### src/design/cctc_pkg.sv
// Shared types and constants for the cascaded counter/timer byte counter.
package cctc_pkg;

    localparam int CMD_W      = 3;
    localparam int CH_W       = 2;
    localparam int NUM_CH     = 4;
    localparam int S_DATA_W   = 16;
    localparam int M_DATA_W   = 24;

    // Control word bits
    localparam logic [7:0] CW_INT_EN  = 8'h80;
    localparam logic [7:0] CW_TC_NEXT = 8'h04;
    localparam logic [7:0] CW_RESET   = 8'h02;
    localparam logic [7:0] CW_CONTROL = 8'h01;
    localparam logic [7:0] VEC_MASK   = 8'hf8;

    typedef enum logic [CMD_W-1:0] {
        CMD_READ  = 3'd0,
        CMD_WRITE = 3'd1,
        CMD_RISE  = 3'd2,
        CMD_FALL  = 3'd3,
        CMD_TICK  = 3'd4,
        CMD_ACK   = 3'd5
    } t_cmd;

    typedef struct packed {
        logic [3:0] zero_flags;
        logic [7:0] int_vector;
        logic       int_pending;
        logic       tc_pulse;
        logic [7:0] read_data;
    } t_result;

endpackage

### src/design/cascaded_ctc_byte_counter.sv
// Top level: four-channel counter block with cascade, interrupts and output skid stage.
//
// Four-channel counter block, counter mode only. Each input word is one event:
// a bus read or write of a channel, a rise or fall of the disk controller's
// interrupt line (channel 0 trigger), a frame tick (one pulse on channel 3) or
// an interrupt acknowledge. Channel 0 reaching zero pulses channel 1, and
// channel 1 reaching zero pulses channel 2, whose zero-count rise is reported
// as tc_pulse. Every input word yields exactly one output word carrying the
// read value and the interrupt/zero-count status after the event.
// Rate: one word per clock while the skid is empty. The event is decoded and
// the channel registers are updated in the cycle it is accepted; the output
// word is registered into the output register, or into the skid when the
// sink stalls. A two-entry output (register plus skid) keeps s_axis_tready
// registered, so input is taken every cycle while the sink keeps up, and one
// more word is absorbed when the sink stalls.
module cascaded_ctc_byte_counter (
    input  logic                          i_clk,
    input  logic                          i_rst_n,
    input  logic                          s_axis_tvalid,
    output logic                          s_axis_tready,
    // tdata: [1:0] channel, [9:2] write_data, [10] accepted, rest zero
    input  logic [cctc_pkg::S_DATA_W-1:0] s_axis_tdata,
    // tuser: [2:0] command
    input  logic [cctc_pkg::CMD_W-1:0]    s_axis_tuser,
    output logic                          m_axis_tvalid,
    input  logic                          m_axis_tready,
    // tdata: [7:0] read_data, [8] tc_pulse, [9] int_pending,
    //        [17:10] int_vector, [21:18] zero_flags, rest zero
    output logic [cctc_pkg::M_DATA_W-1:0] m_axis_tdata
);
    import cctc_pkg::*;

    // Channel state
    logic [7:0]        r_cw   [NUM_CH];
    logic [7:0]        r_tcon [NUM_CH];
    logic [7:0]        r_cnt  [NUM_CH];
    logic [7:0]        n_cw   [NUM_CH];
    logic [7:0]        n_tcon [NUM_CH];
    logic [7:0]        n_cnt  [NUM_CH];
    logic              r_trig0, n_trig0;
    logic [NUM_CH-1:0] r_zc, n_zc;
    logic [NUM_CH-1:0] r_pend, n_pend;
    logic [7:0]        r_vb, n_vb;

    // Output register and skid stage
    logic    r_m_valid, r_sk_valid;
    t_result r_m_data, r_sk_data;
    t_result w_res;

    // Decoded input word
    t_cmd       w_cmd;
    logic [1:0] w_ch;
    logic [7:0] w_wdata;
    logic       w_acc;
    logic       w_accept;

    logic [NUM_CH-1:0] w_fire;   // rising edge reaches counter
    logic [NUM_CH-1:0] w_hit;    // counter reaches zero on that edge
    logic [CH_W-1:0]   w_low;
    logic              w_any;

    assign w_cmd    = t_cmd'(s_axis_tuser);
    assign w_ch     = s_axis_tdata[1:0];
    assign w_wdata  = s_axis_tdata[9:2];
    assign w_acc    = s_axis_tdata[10];
    assign w_accept = s_axis_tvalid && s_axis_tready;

    // Cascade chain: 0 -> 1 -> 2; channel 3 on frame tick.
    // Channels 1..3 always see their trigger low before a pulse.
    always_comb begin
        w_fire[0] = w_accept && (w_cmd == CMD_RISE) && !r_trig0
                    && ((r_cw[0] & CW_RESET) == '0);
        w_hit[0]  = w_fire[0] && (r_cnt[0] == 8'd1);
        w_fire[1] = w_hit[0] && ((r_cw[1] & CW_RESET) == '0);
        w_hit[1]  = w_fire[1] && (r_cnt[1] == 8'd1);
        w_fire[2] = w_hit[1] && ((r_cw[2] & CW_RESET) == '0);
        w_hit[2]  = w_fire[2] && (r_cnt[2] == 8'd1);
        w_fire[3] = w_accept && (w_cmd == CMD_TICK) && ((r_cw[3] & CW_RESET) == '0);
        w_hit[3]  = w_fire[3] && (r_cnt[3] == 8'd1);
    end

    // Next state
    always_comb begin
        n_cw    = r_cw;
        n_tcon  = r_tcon;
        n_cnt   = r_cnt;
        n_trig0 = r_trig0;
        n_zc    = r_zc;
        n_pend  = r_pend;
        n_vb    = r_vb;

        if (w_accept) begin
            case (w_cmd)
                CMD_WRITE: begin
                    if ((r_cw[w_ch] & CW_TC_NEXT) != '0) begin
                        // time constant follows a control word that asked for it
                        n_cw[w_ch]   = r_cw[w_ch] & ~(CW_TC_NEXT | CW_RESET);
                        n_tcon[w_ch] = w_wdata;
                        n_cnt[w_ch]  = w_wdata;
                        n_zc[w_ch]   = 1'b0;
                        n_pend[w_ch] = 1'b0;
                    end else if ((w_wdata & CW_CONTROL) != '0) begin
                        n_cw[w_ch] = w_wdata;
                        if ((w_wdata & CW_RESET) != '0) begin
                            n_zc[w_ch]   = 1'b0;
                            n_pend[w_ch] = 1'b0;
                        end
                    end else begin
                        n_vb = w_wdata;
                    end
                end
                CMD_RISE: n_trig0 = 1'b1;
                CMD_FALL: n_trig0 = 1'b0;
                CMD_ACK: begin
                    // clear lowest pending bit when vector taken
                    if (w_acc) begin
                        n_pend = r_pend & ~(r_pend & (~r_pend + 4'd1));
                    end
                end
                default: ;
            endcase
        end

        // Counting; fire bits are exclusive with write/ack
        for (int i = 0; i < NUM_CH; i++) begin
            if (w_fire[i]) begin
                n_zc[i]  = w_hit[i];
                n_cnt[i] = w_hit[i] ? r_tcon[i] : r_cnt[i] - 8'd1;
                if (w_hit[i] && ((r_cw[i] & CW_INT_EN) != '0)) begin
                    n_pend[i] = 1'b1;
                end
            end
        end
    end

    // Lowest pending channel after the event
    always_comb begin
        w_low = '0;
        for (int i = NUM_CH - 1; i >= 0; i--) begin
            if (n_pend[i]) begin
                w_low = CH_W'(i);
            end
        end
        w_any = |n_pend;
    end

    // Result word; vector uses the base as left by this event
    always_comb begin
        w_res.read_data   = (w_cmd == CMD_READ) ? r_cnt[w_ch] : 8'd0;
        w_res.tc_pulse    = (w_cmd == CMD_RISE) && !r_zc[2] && n_zc[2];
        w_res.int_pending = w_any;
        w_res.int_vector  = w_any ? ((n_vb & VEC_MASK) | {5'd0, w_low, 1'b0}) : 8'd0;
        w_res.zero_flags  = n_zc;
    end

    always_ff @(posedge i_clk) begin
        if (!i_rst_n) begin
            for (int i = 0; i < NUM_CH; i++) begin
                r_cw[i]   <= CW_RESET;
                r_tcon[i] <= '0;
                r_cnt[i]  <= '0;
            end
            r_trig0 <= 1'b0;
            r_zc    <= '0;
            r_pend  <= '0;
            r_vb    <= '0;
        end else begin
            r_cw    <= n_cw;
            r_tcon  <= n_tcon;
            r_cnt   <= n_cnt;
            r_trig0 <= n_trig0;
            r_zc    <= n_zc;
            r_pend  <= n_pend;
            r_vb    <= n_vb;
        end
    end

    // Output register with skid: input is held off only while the skid is full
    always_ff @(posedge i_clk) begin
        if (!i_rst_n) begin
            r_m_valid  <= 1'b0;
            r_sk_valid <= 1'b0;
        end else if (!r_m_valid || m_axis_tready) begin
            if (r_sk_valid) begin
                r_m_valid  <= 1'b1;
                r_sk_valid <= 1'b0;
            end else begin
                r_m_valid <= w_accept;
            end
        end else if (w_accept) begin
            r_sk_valid <= 1'b1;
        end
    end

    always_ff @(posedge i_clk) begin
        if (!r_m_valid || m_axis_tready) begin
            r_m_data <= r_sk_valid ? r_sk_data : w_res;
        end else if (w_accept) begin
            r_sk_data <= w_res;
        end
    end

    assign s_axis_tready = !r_sk_valid;
    assign m_axis_tvalid = r_m_valid;
    assign m_axis_tdata  = {2'b00, r_m_data};

endmodule

### config.mk
export PLATFORM = sky130hd
export DESIGN_NAME = cascaded_ctc_byte_counter
export DESIGN_NICKNAME = d
export VERILOG_FILES = /design/src/design/cctc_pkg.sv /design/src/design/cascaded_ctc_byte_counter.sv
export SDC_FILE = /design/constraint.sdc
export NUM_CORES = 1
export LEC_CHECK = 0
export ABC_AREA = 1
export BUFFER_PORTS_ARGS = -buffer_cell sky130_fd_sc_hd__buf_2
export CORE_AREA = 2 2 133 135
export CTS_CLUSTER_DIAMETER = 200
export DETAILED_ROUTE_END_ITERATION = 12
export DIE_AREA = 0 0 135 137
export MAX_ROUTING_LAYER = met4
export SETUP_SLACK_MARGIN = 0.2
export SYNTH_ARGS = -nofsm -noshare
export SYNTH_HDL_FRONTEND = slang
export SYNTH_SLANG_ARGS = --single-unit
### constraint.sdc
create_clock -name i_clk -period 5.8 [get_ports i_clk]
set_clock_uncertainty 0.2 [all_clocks]
set_input_delay 0.58 -clock i_clk [delete_from_list [all_inputs] [get_ports i_clk]]
set_output_delay 0.58 -clock i_clk [all_outputs]
set_load 0.01 [all_outputs]
* Yosys cells after proc, flatten, opt, wreduce, memory -nomap -nowiden
Index checks and enable logic that the tools add are counted.
** Word-level totals
- Memories kept :: 0
- Word-level logic and storage cells :: 178
- RAM bits :: 0
- Bits of input ports :: 23
- Output and inout port bits :: 26
- Bits in latches :: 0
- Register bits :: 158
- Bits in read-only memories :: 0
** Cells by class
- Div/mod/pow operators :: 0
- Multiplexer cells :: 63
- Add/subtract/negate cells :: 5
- Multiply operators :: 0
- Shift operators :: 0
- Reduce and logical (&&, ||, !) cells :: 55
- Bitwise logic cells :: 13
- $lt $le $gt $ge :: 4
- Equal/unequal tests :: 9
** Operators with widths (number)
- 2-to-1 mux 32 bit :: 5
- 2-to-1 mux 8 bit :: 19
- bitwise mux 32 bit :: 4
- 2-to-1 mux 4 bit :: 10
- binary-select mux 8 bit (select 2 bit) :: 2
- == test 8 x 1 -> 1 bit (second input constant) :: 4
- zero test 8 bit :: 4
- subtractor 8 x 1 -> 8 bit (second input constant) :: 4
- nonzero test 2 bit :: 14
- 2-to-1 mux 22 bit :: 1
- logical AND 1 bit :: 20
- AND reduction 3 bit :: 6
- bitwise AND 4 bit :: 4
- demux 8 bit (select 2 bit) :: 1
- 2-to-1 mux 1 bit :: 14
- inverter 4 bit :: 3
- 2-to-1 mux 2 bit :: 4
- OR 8 x 3 -> 8 bit :: 1
- one-hot mux 4 bit (2 select lines) :: 1
- == test 3 x 2 -> 1 bit (second input constant) :: 2
- == test 3 bit (second input constant) :: 2
- adder 4 x 1 -> 4 bit (second input constant) :: 1
- zero test 1 bit :: 4
- inverter 1 bit :: 4
- other kinds (14) :: 15

* Logic depth before layout (Yosys ltp)
Gate-level depths: netlist (run 1).
- Word-level depth :: 20
- Depth in mapped cells :: 15
- Depth with buffers taken out :: 14

* Worst setup path before layout (run 1)
No wires, ideal clock.
- Path kind :: input to register
- From :: input port m_axis_tready
- To :: register r_sk_data[0] (netlist name) (enable)
- Setup time :: 0.399 ns
- Cell stages on the path :: 3
- Arrival time :: 1.966 ns
- Data required time :: 5.201 ns
- Setup slack :: 3.236 ns
- Path buffers :: 0
- Cell sequence :: nor2_1 -> inv_1 -> nor2_1
** Between the ends
- Word-level cells in the longest chain between the ends :: 3
** RTL lines
- start, declared :: RTL line cascaded_ctc_byte_counter.sv:26 : input logic m_axis_tready,
- logical OR 1 bit :: RTL line cascaded_ctc_byte_counter.sv:196 : if (!r_m_valid || m_axis_tready) begin
- inverter 1 bit (no line)
- AND reduction 2 bit (no line)
- end signal, assigned :: RTL line cascaded_ctc_byte_counter.sv:199 : r_sk_data <= w_res;
- end, declared :: RTL line cascaded_ctc_byte_counter.sv:47 : t_result r_m_data, r_sk_data;
Every way passes these cells.
A chain may end at the register's enable or synchronous reset.

* Worst setup path in the final report (run 1)
- From :: register r_sk_valid
- To :: register r_m_data (netlist bit m_axis_tdata[20]), data pin
** Between the ends
- Word-level cells in the longest chain between the ends :: 12
- Elaborated cells on any way between the ends :: 13
- Classes of those cells :: 3 x mux; 10 x reduce/logical
** RTL lines
- start, declared :: RTL line cascaded_ctc_byte_counter.sv:46 : logic r_m_valid, r_sk_valid;
- start signal, assigned :: RTL line cascaded_ctc_byte_counter.sv:182 : r_sk_valid <= 1'b0;
- start signal, assigned :: RTL line cascaded_ctc_byte_counter.sv:186 : r_sk_valid <= 1'b0;
- start signal, assigned :: RTL line cascaded_ctc_byte_counter.sv:191 : r_sk_valid <= 1'b1;
- zero test 1 bit (*) :: RTL line cascaded_ctc_byte_counter.sv:203 : assign s_axis_tready = !r_sk_valid;
- logical AND 1 bit (*) :: RTL line cascaded_ctc_byte_counter.sv:66 : assign w_accept = s_axis_tvalid && s_axis_tready;
- logical AND 1 bit (2 in a row) :: RTL line cascaded_ctc_byte_counter.sv:71 : w_fire[0] = w_accept && (w_cmd == CMD_RISE) && !r_trig0
- logical AND 1 bit :: RTL line cascaded_ctc_byte_counter.sv:72 : && ((r_cw[0] & CW_RESET) == '0);
- logical AND 1 bit :: RTL line cascaded_ctc_byte_counter.sv:73 : w_hit[0] = w_fire[0] && (r_cnt[0] == 8'd1);
- logical AND 1 bit :: RTL line cascaded_ctc_byte_counter.sv:74 : w_fire[1] = w_hit[0] && ((r_cw[1] & CW_RESET) == '0);
- logical AND 1 bit :: RTL line cascaded_ctc_byte_counter.sv:75 : w_hit[1] = w_fire[1] && (r_cnt[1] == 8'd1);
- logical AND 1 bit :: RTL line cascaded_ctc_byte_counter.sv:76 : w_fire[2] = w_hit[1] && ((r_cw[2] & CW_RESET) == '0);
- logical AND 1 bit :: RTL line cascaded_ctc_byte_counter.sv:77 : w_hit[2] = w_fire[2] && (r_cnt[2] == 8'd1);
- 2-to-1 mux 1 bit (*) :: RTL line cascaded_ctc_byte_counter.sv:126 : if (w_fire[i]) begin
- named net n_zc[2] :: RTL line cascaded_ctc_byte_counter.sv:41 : logic [NUM_CH-1:0] r_zc, n_zc;
- 2-to-1 mux 22 bit (*) :: RTL line cascaded_ctc_byte_counter.sv:197 : r_m_data <= r_sk_valid ? r_sk_data : w_res;
- end signal, assigned :: RTL line cascaded_ctc_byte_counter.sv:197
- end, declared :: RTL line cascaded_ctc_byte_counter.sv:47
The timed path passes the listed nets; every way through them passes the cells marked *.

==> run metrics, run 1 <==
1st-iter DRT viols 502; Synth top area share 27.4%; dpl cell area 7080 um^2; GR Util All Layers 21.4%; I/O pin cnt 49; Post-Syn Instances 896; Setup Viol. Count Final 0; Die Span Y 137 um; outcome complete, no violations; most frequent cells in the layout nand2_1, inv_1, dfxtp_1, nor2_1, a21oi_1; Post-Place Cells 1132; simple-gate area share of the yosys netlist 26.5%; DR WL/cell 15.6 um; initial antenna violation count 0; max-cap violations 0; Adder-Cell Fraction of Synth Area 1.49%; worst-path cell chain buf_4, inv_2, nand2_4, nor3_4, nand3_2, inv_2, nand3_2, nand3_1, nand2_1, inv_1, o21ai_0; TritonCTS buffer count 17; Leakage Power 3.32 nW; Nets 957; Worst Tran Pin Value 0.981 ns; # resized after CTS 0; largest net degree at the start of global routing 64; Die X-Extent 135 um; First-pass DRT Iterations 4; final cell utilization of the core 45.1%; Residual DRC 0; CP required 5.77 ns; hold buffers post-CTS 0; clk root buf clkbuf_16; Async SR Flop Fraction 0%; multiplexer area fraction after synthesis 0%; CP Launch Type register; GPL Wtd Cong 0.875; Clock Pin Slew Worst Setup and Hold Paths 0.06 ns; main combinational cell family by area after synthesis simple AND/OR/NAND/NOR gates; met2 Use GR 31.4%; Tmin final 3.28 ns; clk sink count 134; Clock Path Buffers 2; Primary FF master, synth dfxtp_1; synth top area cells dfxtp_1, edfxtp_1, nand2_1; Compound-Gate Fraction of Synth Area 16.0%; syn_area_per_cell 7.51 um^2; TNS Setup 0 ns; post-route cell area 7690 um^2; core box area 17100 um^2; CP max FO 27; Peak Freq 305 MHz; final wirelength 18200 um; FF+latch count, synth 134; Initial Util 39.5%; worst skew pair latency 0.43 ns; register area share after synthesis 46.1%; Top Usage Layer GRT met2; fin. max-slew vios 0; post-synthesis xor/xnor area fraction 1.04%; vias per inst 5.17; layout cells sized above 1 11.1%; Synth cell types 48; Crit. End Element register; n_diodes 0; commonest non-fill, non-tap cell in the layout nand2_1; Syn-to-layout area delta 14.3%; FP Rows 48; unrepaired setup endpoints after global routing no; Crit Path Category reg -> reg; Worst Hold Class reg -> reg; Post-CTS Setup Repair Bufs 0; maximum VDD drop 0.215 mV; H-tree depth 4; first-pass GRT wire length 29600 um; post-synthesis cell type with the largest combined area dfxtp_1; Synth Warn # 0; Final Hold Viols 0; CP max-delay cell nor3_4; Vias 6022; number of buffers added on ports 40; number of flops mapped to enable cells by yosys 42; Routed Antenna Nets 0; vias in the first global route 5620; Final period util 56.6%; GRT overflow 0; Layout Cells excl Fill 1164; Arr. time, crit path 3.25 ns; met1 usage 29.3%; met3 Usage GRT 4.63%; Syn Std Cell Area 6730 um^2; Slowest Stage Delay on Critical Path 0.48 ns; Slew Limit Headroom 34.4%; Final HPWL DP 12500 um; Pwr Density 286 nW/um^2; CTS tree done; die area 18500 um^2
routing by layer:
metal / up-vias / routed length, um / share of wire, %
li1: 3039 / - / -
met1: 2780 / 8720 / 48
met2: 179 / 7960 / 44
met3: 24 / 1120 / 6.2
met4: 0 / 374 / 2.1
met5: - / 0 / 0
kinds of logic (layout without fill, tap and decap cells):
family | after synthesis | after routing
AO/OA/AOI/OAI | 183 | 183
XOR/XNOR | 8 | 8
adder cells (fa/ha/maj) | 8 | 8
buffers and inverters | 148 | 189
flip-flops | 134 | 134
other | 1 | 3
AND/OR/NAND/NOR | 414 | 414
flip-flops by register name, summed over array words and instances, names as in the netlist:
register	cells
r_sk_data	21
r_trig0	1
r_cnt	32
r_zc	4
r_vb	5
m_axis_tvalid	1
r_sk_valid	1
r_pend	4
r_cw	12
r_tcon	32
m_axis_tdata	21
through the flow:
| step | worst slack (ns) | total power [mW] | hold WS (ns) |
|---|---|---|---|
| 6_report | 2.52 | 2.20 | 0.260 |
| 5_1_grt | 2.27 | 2.27 | 0.283 |
| 4_1_cts | 2.51 | 2.21 | 0.262 |
| 3_5_place_dp | 2.53 | 1.09 | 0.253 |
| 3_3_place_gp | 2.58 | 1.09 | 0.250 |
| 2_1_floorplan | 3.24 | 1.05 | 0.230 |
cells in the mapped netlist (6+ instances only):
master / count
clkbuf_1: 25
edfxtp_1: 42
dfxtp_1: 92
nor2_1: 77
nand4_1: 8
a221oi_1: 10
o21ai_0: 53
a31oi_1: 11
nor3_1: 6
nand3_2: 6
ha_1: 8
inv_2: 11
inv_1: 101
nand2_1: 249
o22ai_1: 10
o211ai_1: 14
nand3_1: 52
a21oi_1: 61
path summary, 6_finish.rpt:
| kind | start | endpoint | slack [ns] | cells past startpoint |
|---|---|---|---|---|
| max reg2reg | r_sk_valid$_SDFFE_PP0N_ | m_axis_tdata[20]$_DFFE_PP_ | 2.52 | 11 |
| min | r_tcon[15]$_SDFFE_PN0P_ | r_tcon[15]$_SDFFE_PN0P_ | 0.26 | 2 |
| max | r_sk_valid$_SDFFE_PP0N_ | m_axis_tdata[20]$_DFFE_PP_ | 2.52 | 11 |
| min reg2reg | r_tcon[15]$_SDFFE_PN0P_ | r_tcon[15]$_SDFFE_PN0P_ | 0.26 | 2 |
report_power, final:
part,switching (mW),internal [mW]
clock,0.445,0.685
combinational,0.0682,0.0204
sequential,0.00304,0.977
final cells by class:
cell class | instances | area, um^2
fill | 1771 | 9360
sequential | 134 | 3100
multi-input combinational | 616 | 3040
inverter | 114 | 429
clock buffer | 17 | 425
tap | 225 | 282
timing repair buffer | 43 | 223
clock inverter | 15 | 190
worst max-delay path, delay by kind of cell, from the launching register on:
| kind | cells | cell delay [ns] |
|---|---|---|
| AND/OR/NAND/NOR | 6 | 1.59 |
| AO/OA/AOI/OAI | 1 | 0.07 |
| buffers and inverters | 4 | 0.84 |
| flip-flops | 1 | 0.29 |
(Power assumes the default switching activity.)
==> run 2: changes to the inputs <==
==> constraint.sdc (replaced) <==
create_clock -name i_clk -period 3.4 [get_ports i_clk]
set_clock_uncertainty 0.2 [all_clocks]
set_input_delay 0.34 -clock i_clk [delete_from_list [all_inputs] [get_ports i_clk]]
set_output_delay 0.34 -clock i_clk [all_outputs]
set_load 0.01 [all_outputs]
==> run 2 against run 1 <==
Register-to-register slack got worse by 1.8 ns. Critical path depth fell by 2. Wire length fell by 0.37%. Flip-flop and latch count did not move. Final area rose by 0.34%. Clock power rose by 57%. Setup slack got worse by 1.8 ns. Total power rose by 63%. Sequential power rose by 70%. Critical path type unchanged. Largest power group unchanged. Highest routed layer unchanged.
==> run metrics, run 2 (synthesis gave the netlist of run 1 again) <==
Arr. time, crit path 2.77 ns (-0.48 ns); Storage cell area 3100 um^2 (unchanged); Final period util 77.7% (+21 points); final worst setup slack 0.757 ns (-1.76 ns); maximum VDD drop 0.339 mV (+58%); Tmin final 2.64 ns (-0.641 ns); Die X-Extent 135 um (unchanged); commonest non-fill, non-tap cell in the layout nand2_1; worst-path cell chain inv_2, nand2_4, nor2_2, inv_2, nor2_8, nand2_1, nand2_1, inv_1, a221oi_1; Final HPWL DP 12700 um (+1.1%); number of buffers added on ports 40 (unchanged); Clock Path Buffers 2 (unchanged); Slew Limit Headroom 64.0% (+30 points); layout cells sized above 1 12.0% (+0.94 points); Routed Antenna Nets 0 (unchanged); GPL Wtd Cong 0.932 (+6.6%); Filler Cells Inserted 1756 (-0.85%); I/O pin cnt 49 (unchanged); DR WL/cell 15.4 um (-1.2%); Worst Hold Class in -> reg; most frequent cells in the layout nand2_1, inv_1, dfxtp_1, nor2_1, a21oi_1; CP Launch Type register; Regs by FF count r_cnt (32), r_tcon (32); Place WS 0.742 ns (-1.79 ns); Setup Viol. Count Final 0 (unchanged); Crit. End Element register; First-pass DRT Iterations 5 (+1); Slowest Stage Delay on Critical Path 0.35 ns (-0.13 ns); Initial Util 39.5% (unchanged); GRT overflow 0 (unchanged); initial antenna violation count 0 (unchanged); unrepaired setup endpoints after global routing no; 1st-iter DRT viols 500 (-0.40%); GR Util All Layers 21.1% (-0.29 points); # resized after CTS 0 (unchanged); Post-Place Cells 1142 (+0.88%); outcome complete, no violations; Final Hold Viols 0 (unchanged); fin. max-slew vios 0 (unchanged); TritonCTS buffer count 17 (unchanged); final wirelength 18100 um (-0.37%); Nets 967 (+1.0%); clk root buf clkbuf_16; final cell utilization of the core 45.3% (+0.15 points); Leakage Power 3.35 nW (+0.78%); Syn-to-layout area delta 14.7%; Post-CTS Setup Repair Bufs 0 (unchanged); Vias 6048 (+0.43%); TNS Setup 0 ns (unchanged); max-cap violations 0 (unchanged); FP Rows 48 (unchanged); die area 18500 um^2 (unchanged); hold buffers post-CTS 0 (unchanged); core box area 17100 um^2 (unchanged); Peak Freq 378 MHz (+24%); vias in the first global route 5441 (-3.2%); H-tree depth 4 (unchanged); Worst Tran Pin Value 0.540 ns (-0.441 ns); CTS tree done; Pwr Density 466 nW/um^2 (+63%); CP max FO 20 (-26%); Layout Cells excl Fill 1174 (+0.86%); first-pass GRT wire length 29200 um (-1.4%); Multi-input gate area 3040 um^2 (unchanged); CP required 3.53 ns (-2.24 ns); vias per inst 5.15 (-0.42%); Clock Pin Slew Worst Setup and Hold Paths 0.06 ns (about the same); worst skew pair latency 0.42 ns (about the same); Crit Path Category reg -> reg; clk sink count 134 (unchanged); n_diodes 0 (unchanged); largest net degree at the start of global routing 30 (-53%); Residual DRC 0 (unchanged); Die Span Y 137 um (unchanged); CP max-delay cell nand2_1
run 2: cell count changes in the layout (fill, tap and decap cells not counted), sizes merged:
cell | before | now
clkinv | 6 | 7
bufinv | 3 | 1
buf | 43 | 53
inv | 118 | 119
run 2: path summary, 6_finish.rpt:
check | endpoint | slack [ns] | cells after the start | start
setup / recovery | r_cnt[1]$_SDFFE_PN0P_ | 0.76 | 9 | r_sk_valid$_SDFFE_PP0N_
hold reg to reg | r_tcon[9]$_SDFFE_PN0P_ | 0.26 | 2 | r_tcon[9]$_SDFFE_PN0P_
hold / removal | m_axis_tvalid$_SDFFE_PN0P_ | 0.06 | 3 | s_axis_tvalid
setup reg to reg | r_cnt[1]$_SDFFE_PN0P_ | 0.76 | 9 | r_sk_valid$_SDFFE_PP0N_
run 2: power by group:
| part | leakage, nW | switching (mW) | total (mW) | internal [mW] |
|---|---|---|---|---|
| registers | 1.18 | 0.00482 | 1.67 | 1.67 |
| logic | 1.90 | 0.117 | 0.156 | 0.0385 |
| clock network | 0.273 | 0.748 | 1.77 | 1.02 |
run 2: layout make-up:
| type | instances | area share, % |
|---|---|---|
| sequential | 134 | 40.2 |
| multi-input combinational | 616 | 39.4 |
| inverter | 114 | 5.56 |
| clock buffer | 17 | 5.51 |
| timing repair buffer | 53 | 3.86 |
| tap | 225 | 3.65 |
| clock inverter | 15 | 1.83 |
run 2: stage by stage:
stage / hold slack (ns) / total power [mW] / instance area [um^2]
final: 0.0647 / 3.59 / 7720
after global routing: 0.0860 / 3.71 / 7720
after CTS: 0.0521 / 3.62 / 7720
after detailed placement: 0.253 / 1.86 / 7150
after global placement: 0.248 / 1.86 / 7150
after floorplan: 0.230 / 1.80 / 6740
run 2: worst max-delay path, delay by kind of cell (launching register included):
kind / cells / cell delay (ns)
AOI/OAI and AO/OA: 1 / 0.29
buffers and inverters: 3 / 0.52
and+or+nand+nor: 5 / 1.22
DFF: 1 / 0.32
run 2: layer usage:
layer	up-vias	share of wire, %	track usage, %
met3	29	6.9	3.59
met1	2740	48	29.8
met4	0	1.9	6.77
met5	-	0	-
li1	3060	-	-
met2	219	43	31.0
==> run 3: changes to the inputs <==
--- a/config.mk
+++ b/config.mk
@@ -5,12 +5,12 @@
 export SDC_FILE = /design/constraint.sdc
 export NUM_CORES = 1
 export LEC_CHECK = 0
-export ABC_AREA = 1
+export ABC_AREA = 0
 export BUFFER_PORTS_ARGS = -buffer_cell sky130_fd_sc_hd__buf_2
-export CORE_AREA = 2 2 133 135
+export CORE_AREA = 2 2 131 133
 export CTS_CLUSTER_DIAMETER = 200
 export DETAILED_ROUTE_END_ITERATION = 12
-export DIE_AREA = 0 0 135 137
+export DIE_AREA = 0 0 133 135
 export MAX_ROUTING_LAYER = met4
 export SETUP_SLACK_MARGIN = 0.2
 export SYNTH_ARGS = -nofsm -noshare
==> constraint.sdc (replaced) <==
create_clock -name i_clk -period 2.77 [get_ports i_clk]
set_clock_uncertainty 0.2 [all_clocks]
set_input_delay 0.277 -clock i_clk [delete_from_list [all_inputs] [get_ports i_clk]]
set_output_delay 0.277 -clock i_clk [all_outputs]
set_load 0.01 [all_outputs]
==> run 3 against run 2 <==
Flip-flop and latch count is the same. Final area grew 3.2%. Critical endpoint is now m_axis_tdata[9]$_DFFE_PP_. Total power grew 30%. Synthesized area shrank 2.9%. Cell count shrank 13%. First-iteration DRC count grew 42%. Clock power grew 37%. Via count shrank 5.8%. Combinational power grew 22%. Die area shrank 2.9%. Maximum frequency grew 5.5%. Setup slack lost 0.49 ns.
==> run metrics, run 3 <==
Worst Hold Class in -> reg; most common cell in the netlist nand2_1; Peak Freq 399 MHz (+5.5%); Slew Limit Headroom 52.8% (-11 points); CP required 2.72 ns (-0.81 ns); Final Hold Viols 0 (unchanged); vias per inst 5.59 (+8.4%); unrepaired setup endpoints after global routing yes; FF+latch count, synth 134 (unchanged); Initial Util 39.8% (+0.36 points); layout cells sized above 1 21.9% (+9.9 points); clk sink count 134 (unchanged); first-pass GRT wire length 28100 um (-3.8%); Final HPWL DP 12900 um (+1.6%); I/O pin cnt 49 (unchanged); Worst Tran Pin Value 0.708 ns (+0.168 ns); Async SR Flop Fraction 0% (unchanged); Comb power frac 4.1% (-0.2 points); GPL Wtd Cong 0.917 (-1.6%); Setup Viol. Count Final 0 (unchanged); CP Launch Type register; die area 18000 um^2 (-2.9%); Post-Syn Instances 711 (-21%); Primary FF master, synth dfxtp_1; fin. max-slew vios 0 (unchanged); GR Util All Layers 20.8% (-0.38 points); Syn-to-layout area delta 21.9%; Syn Std Cell Area 6530 um^2 (-2.9%); Residual DRC 0 (unchanged); CP max FO 12 (-40%); TritonCTS buffer count 17 (unchanged); Vias 5698 (-5.8%); syn_area_per_cell 9.19 um^2 (+22%); vias in the first global route 5300 (-2.6%); Synth Warn # 0 (unchanged); number of buffers added on ports 40 (unchanged); post-synthesis cell type with the largest combined area dfxtp_1; H-tree depth 4 (unchanged); First-pass DRT Iterations 6 (+1); Final period util 90.4% (+13 points); Die Span Y 135 um (-1.5%); final cell utilization of the core 48.5% (+3.3 points); DR WL/cell 17.6 um (+14%); worst skew pair latency 0.42 ns (about the same); clock power share 52.0% (+2.8 points); commonest non-fill, non-tap cell in the layout nand2_1; outcome complete, no violations; Crit. End Element register; Routed Antenna Nets 0 (unchanged); initial antenna violation count 0 (unchanged); Die X-Extent 133 um (-1.5%); Clock Pin Slew Worst Setup and Hold Paths 0.05 ns (about the same); Tot Pwr 4.67 mW (+30%); register area share after synthesis 47.5% (+1.4 points); Arr. time, crit path 2.45 ns (-0.32 ns); core box area 16400 um^2 (-3.8%); most frequent cells after synthesis nand2_1, dfxtp_1, a21oi_1; 1st-iter DRT viols 710 (+42%); Leakage Power 3.07 nW (-8.3%); TNS Setup 0 ns (unchanged); switching pwr 975 uW (+12%); CTS tree done; final wirelength 17900 um (-0.91%); n_diodes 0 (unchanged); GRT overflow 0 (unchanged); largest net degree at the start of global routing 62 (+110%); Crit Path Category reg -> reg; Cell Int Power 3.70 mW (+36%); number of flops mapped to enable cells by yosys 42 (unchanged); switching part of the total 20.9% (-3.3 points); most frequent cells in the layout nand2_1, dfxtp_1, a21oi_1, nor2_1, buf_4; Tmin final 2.50 ns (-0.138 ns); Seq pwr share 43.9% (-2.6 points); Synth cell types 70 (+46%); dpl cell area 7220 um^2 (+0.93%); maximum VDD drop 0.459 mV (+36%); Clock Path Buffers 2 (unchanged); Synth top area share 28.2% (+0.82 points); Pwr Density 586 nW/um^2 (+26%); clk root buf clkbuf_16; synth top area cells dfxtp_1, edfxtp_1, nand2_1; FP Rows 47 (-2.1%); Regs by FF count r_cnt (32), r_tcon (32); post-route cell area 7970 um^2 (+3.2%); max-cap violations 0 (unchanged); Nets 818 (-15%)
## run 3: cell count changes in the layout (fill, tap and decap cells not counted), moves of 8 or more
cell | before | now
nand2_1 | 249 | 129
inv_1 | 101 | 16
nand2b_1 | 0 | 10
a221oi_1 | 10 | 2
buf_4 | 13 | 55
nor2_1 | 77 | 63
mux4_2 | 0 | 10
nand3_1 | 52 | 12
mux2_2 | 0 | 15
inv_2 | 11 | 0
a31oi_1 | 11 | 19
o21ai_0 | 53 | 24
and2_1 | 0 | 17
## run 3: power by group through the flow
stage | logic [mW] | registers (mW) | clock network [mW]
floorplan | 0.0933 | 2.10 | 0
global placement | 0.184 | 2.09 | 0
detailed placement | 0.187 | 2.09 | 0
CTS | 0.189 | 2.05 | 2.46
global route | 0.206 | 2.05 | 2.56
finish | 0.191 | 2.05 | 2.43
## run 3: layout make-up
| type | count | area, um^2 |
|---|---|---|
| fillers | 1513 | 8440 |
| multi-input cells | 518 | 3230 |
| flip-flops and latches | 134 | 3100 |
| repair buffers | 98 | 644 |
| clock buffers | 22 | 475 |
| well taps | 220 | 275 |
| clock inverters | 10 | 166 |
| inverters | 18 | 67.6 |
## run 3: logic make-up after synthesis
logic type,count (synthesis),synth area share (%)
muxes,30,6.80
other,1,0.0574
AOI/OAI and AO/OA,179,17.6
and+or+nand+nor,284,20.5
buffers and inverters,61,4.14
xor gates and xnor gates,14,1.88
DFF,134,47.5
adders and majority gates,8,1.53
## run 3: layer usage
layer  vias to the layer above  routed length (um)  global-route usage (%)
met4                         0                 328                    6.51
li1                       2701                   -                       -
met1                      2738                7900                    26.6
met2                       233                8470                    33.0
met5                         -                   0                       -
met3                        26                1240                    4.47
## run 3: per-stage QoR
step / hold slack (ns) / instances / setup slack, ns
after floorplan: 0.173 / 713 / 0.219
after global placement: 0.242 / 984 / 0.166
after detailed placement: 0.247 / 984 / 0.109
after CTS: 0.0214 / 1019 / 0.213
after global routing: 0.0336 / 1020 / 0.175
final: 0.0311 / 1020 / 0.265
## run 3: worst paths after layout
| path | cells past startpoint | slack, ns | start | to |
|---|---|---|---|---|
| worst max-delay path | 7 | 0.27 | r_sk_valid$_SDFFE_PP0N_ | m_axis_tdata[9]$_DFFE_PP_ |
| worst min-delay path | 3 | 0.03 | s_axis_tdata[3] | r_tcon[1]$_SDFFE_PN0P_ |
| worst max register to register | 7 | 0.27 | r_sk_valid$_SDFFE_PP0N_ | m_axis_tdata[9]$_DFFE_PP_ |
| worst min register to register | 2 | 0.25 | r_tcon[25]$_SDFFE_PN0P_ | r_tcon[25]$_SDFFE_PN0P_ |
## run 3: critical path, stage by stage (launching register included)
cell and delay [ns]:
dfxtp_1 0.35, nand4bb_2 0.30, or4b_1 0.59, o211ai_2 0.12, o31ai_4 0.12, nor4_4 0.27
buf_6 0.19, a21oi_1 0.08
## run 3: timing repair
action | CTS | global route
hold buffers | 2 | 0
endpoints found under the hold margin | 3 | 0
setup buffers | 1 | 1
setup endpoints to repair | 6 | 24
pin swaps | 2 | 2
gates resized for setup | 4 | 11
cloned | 0 | 0
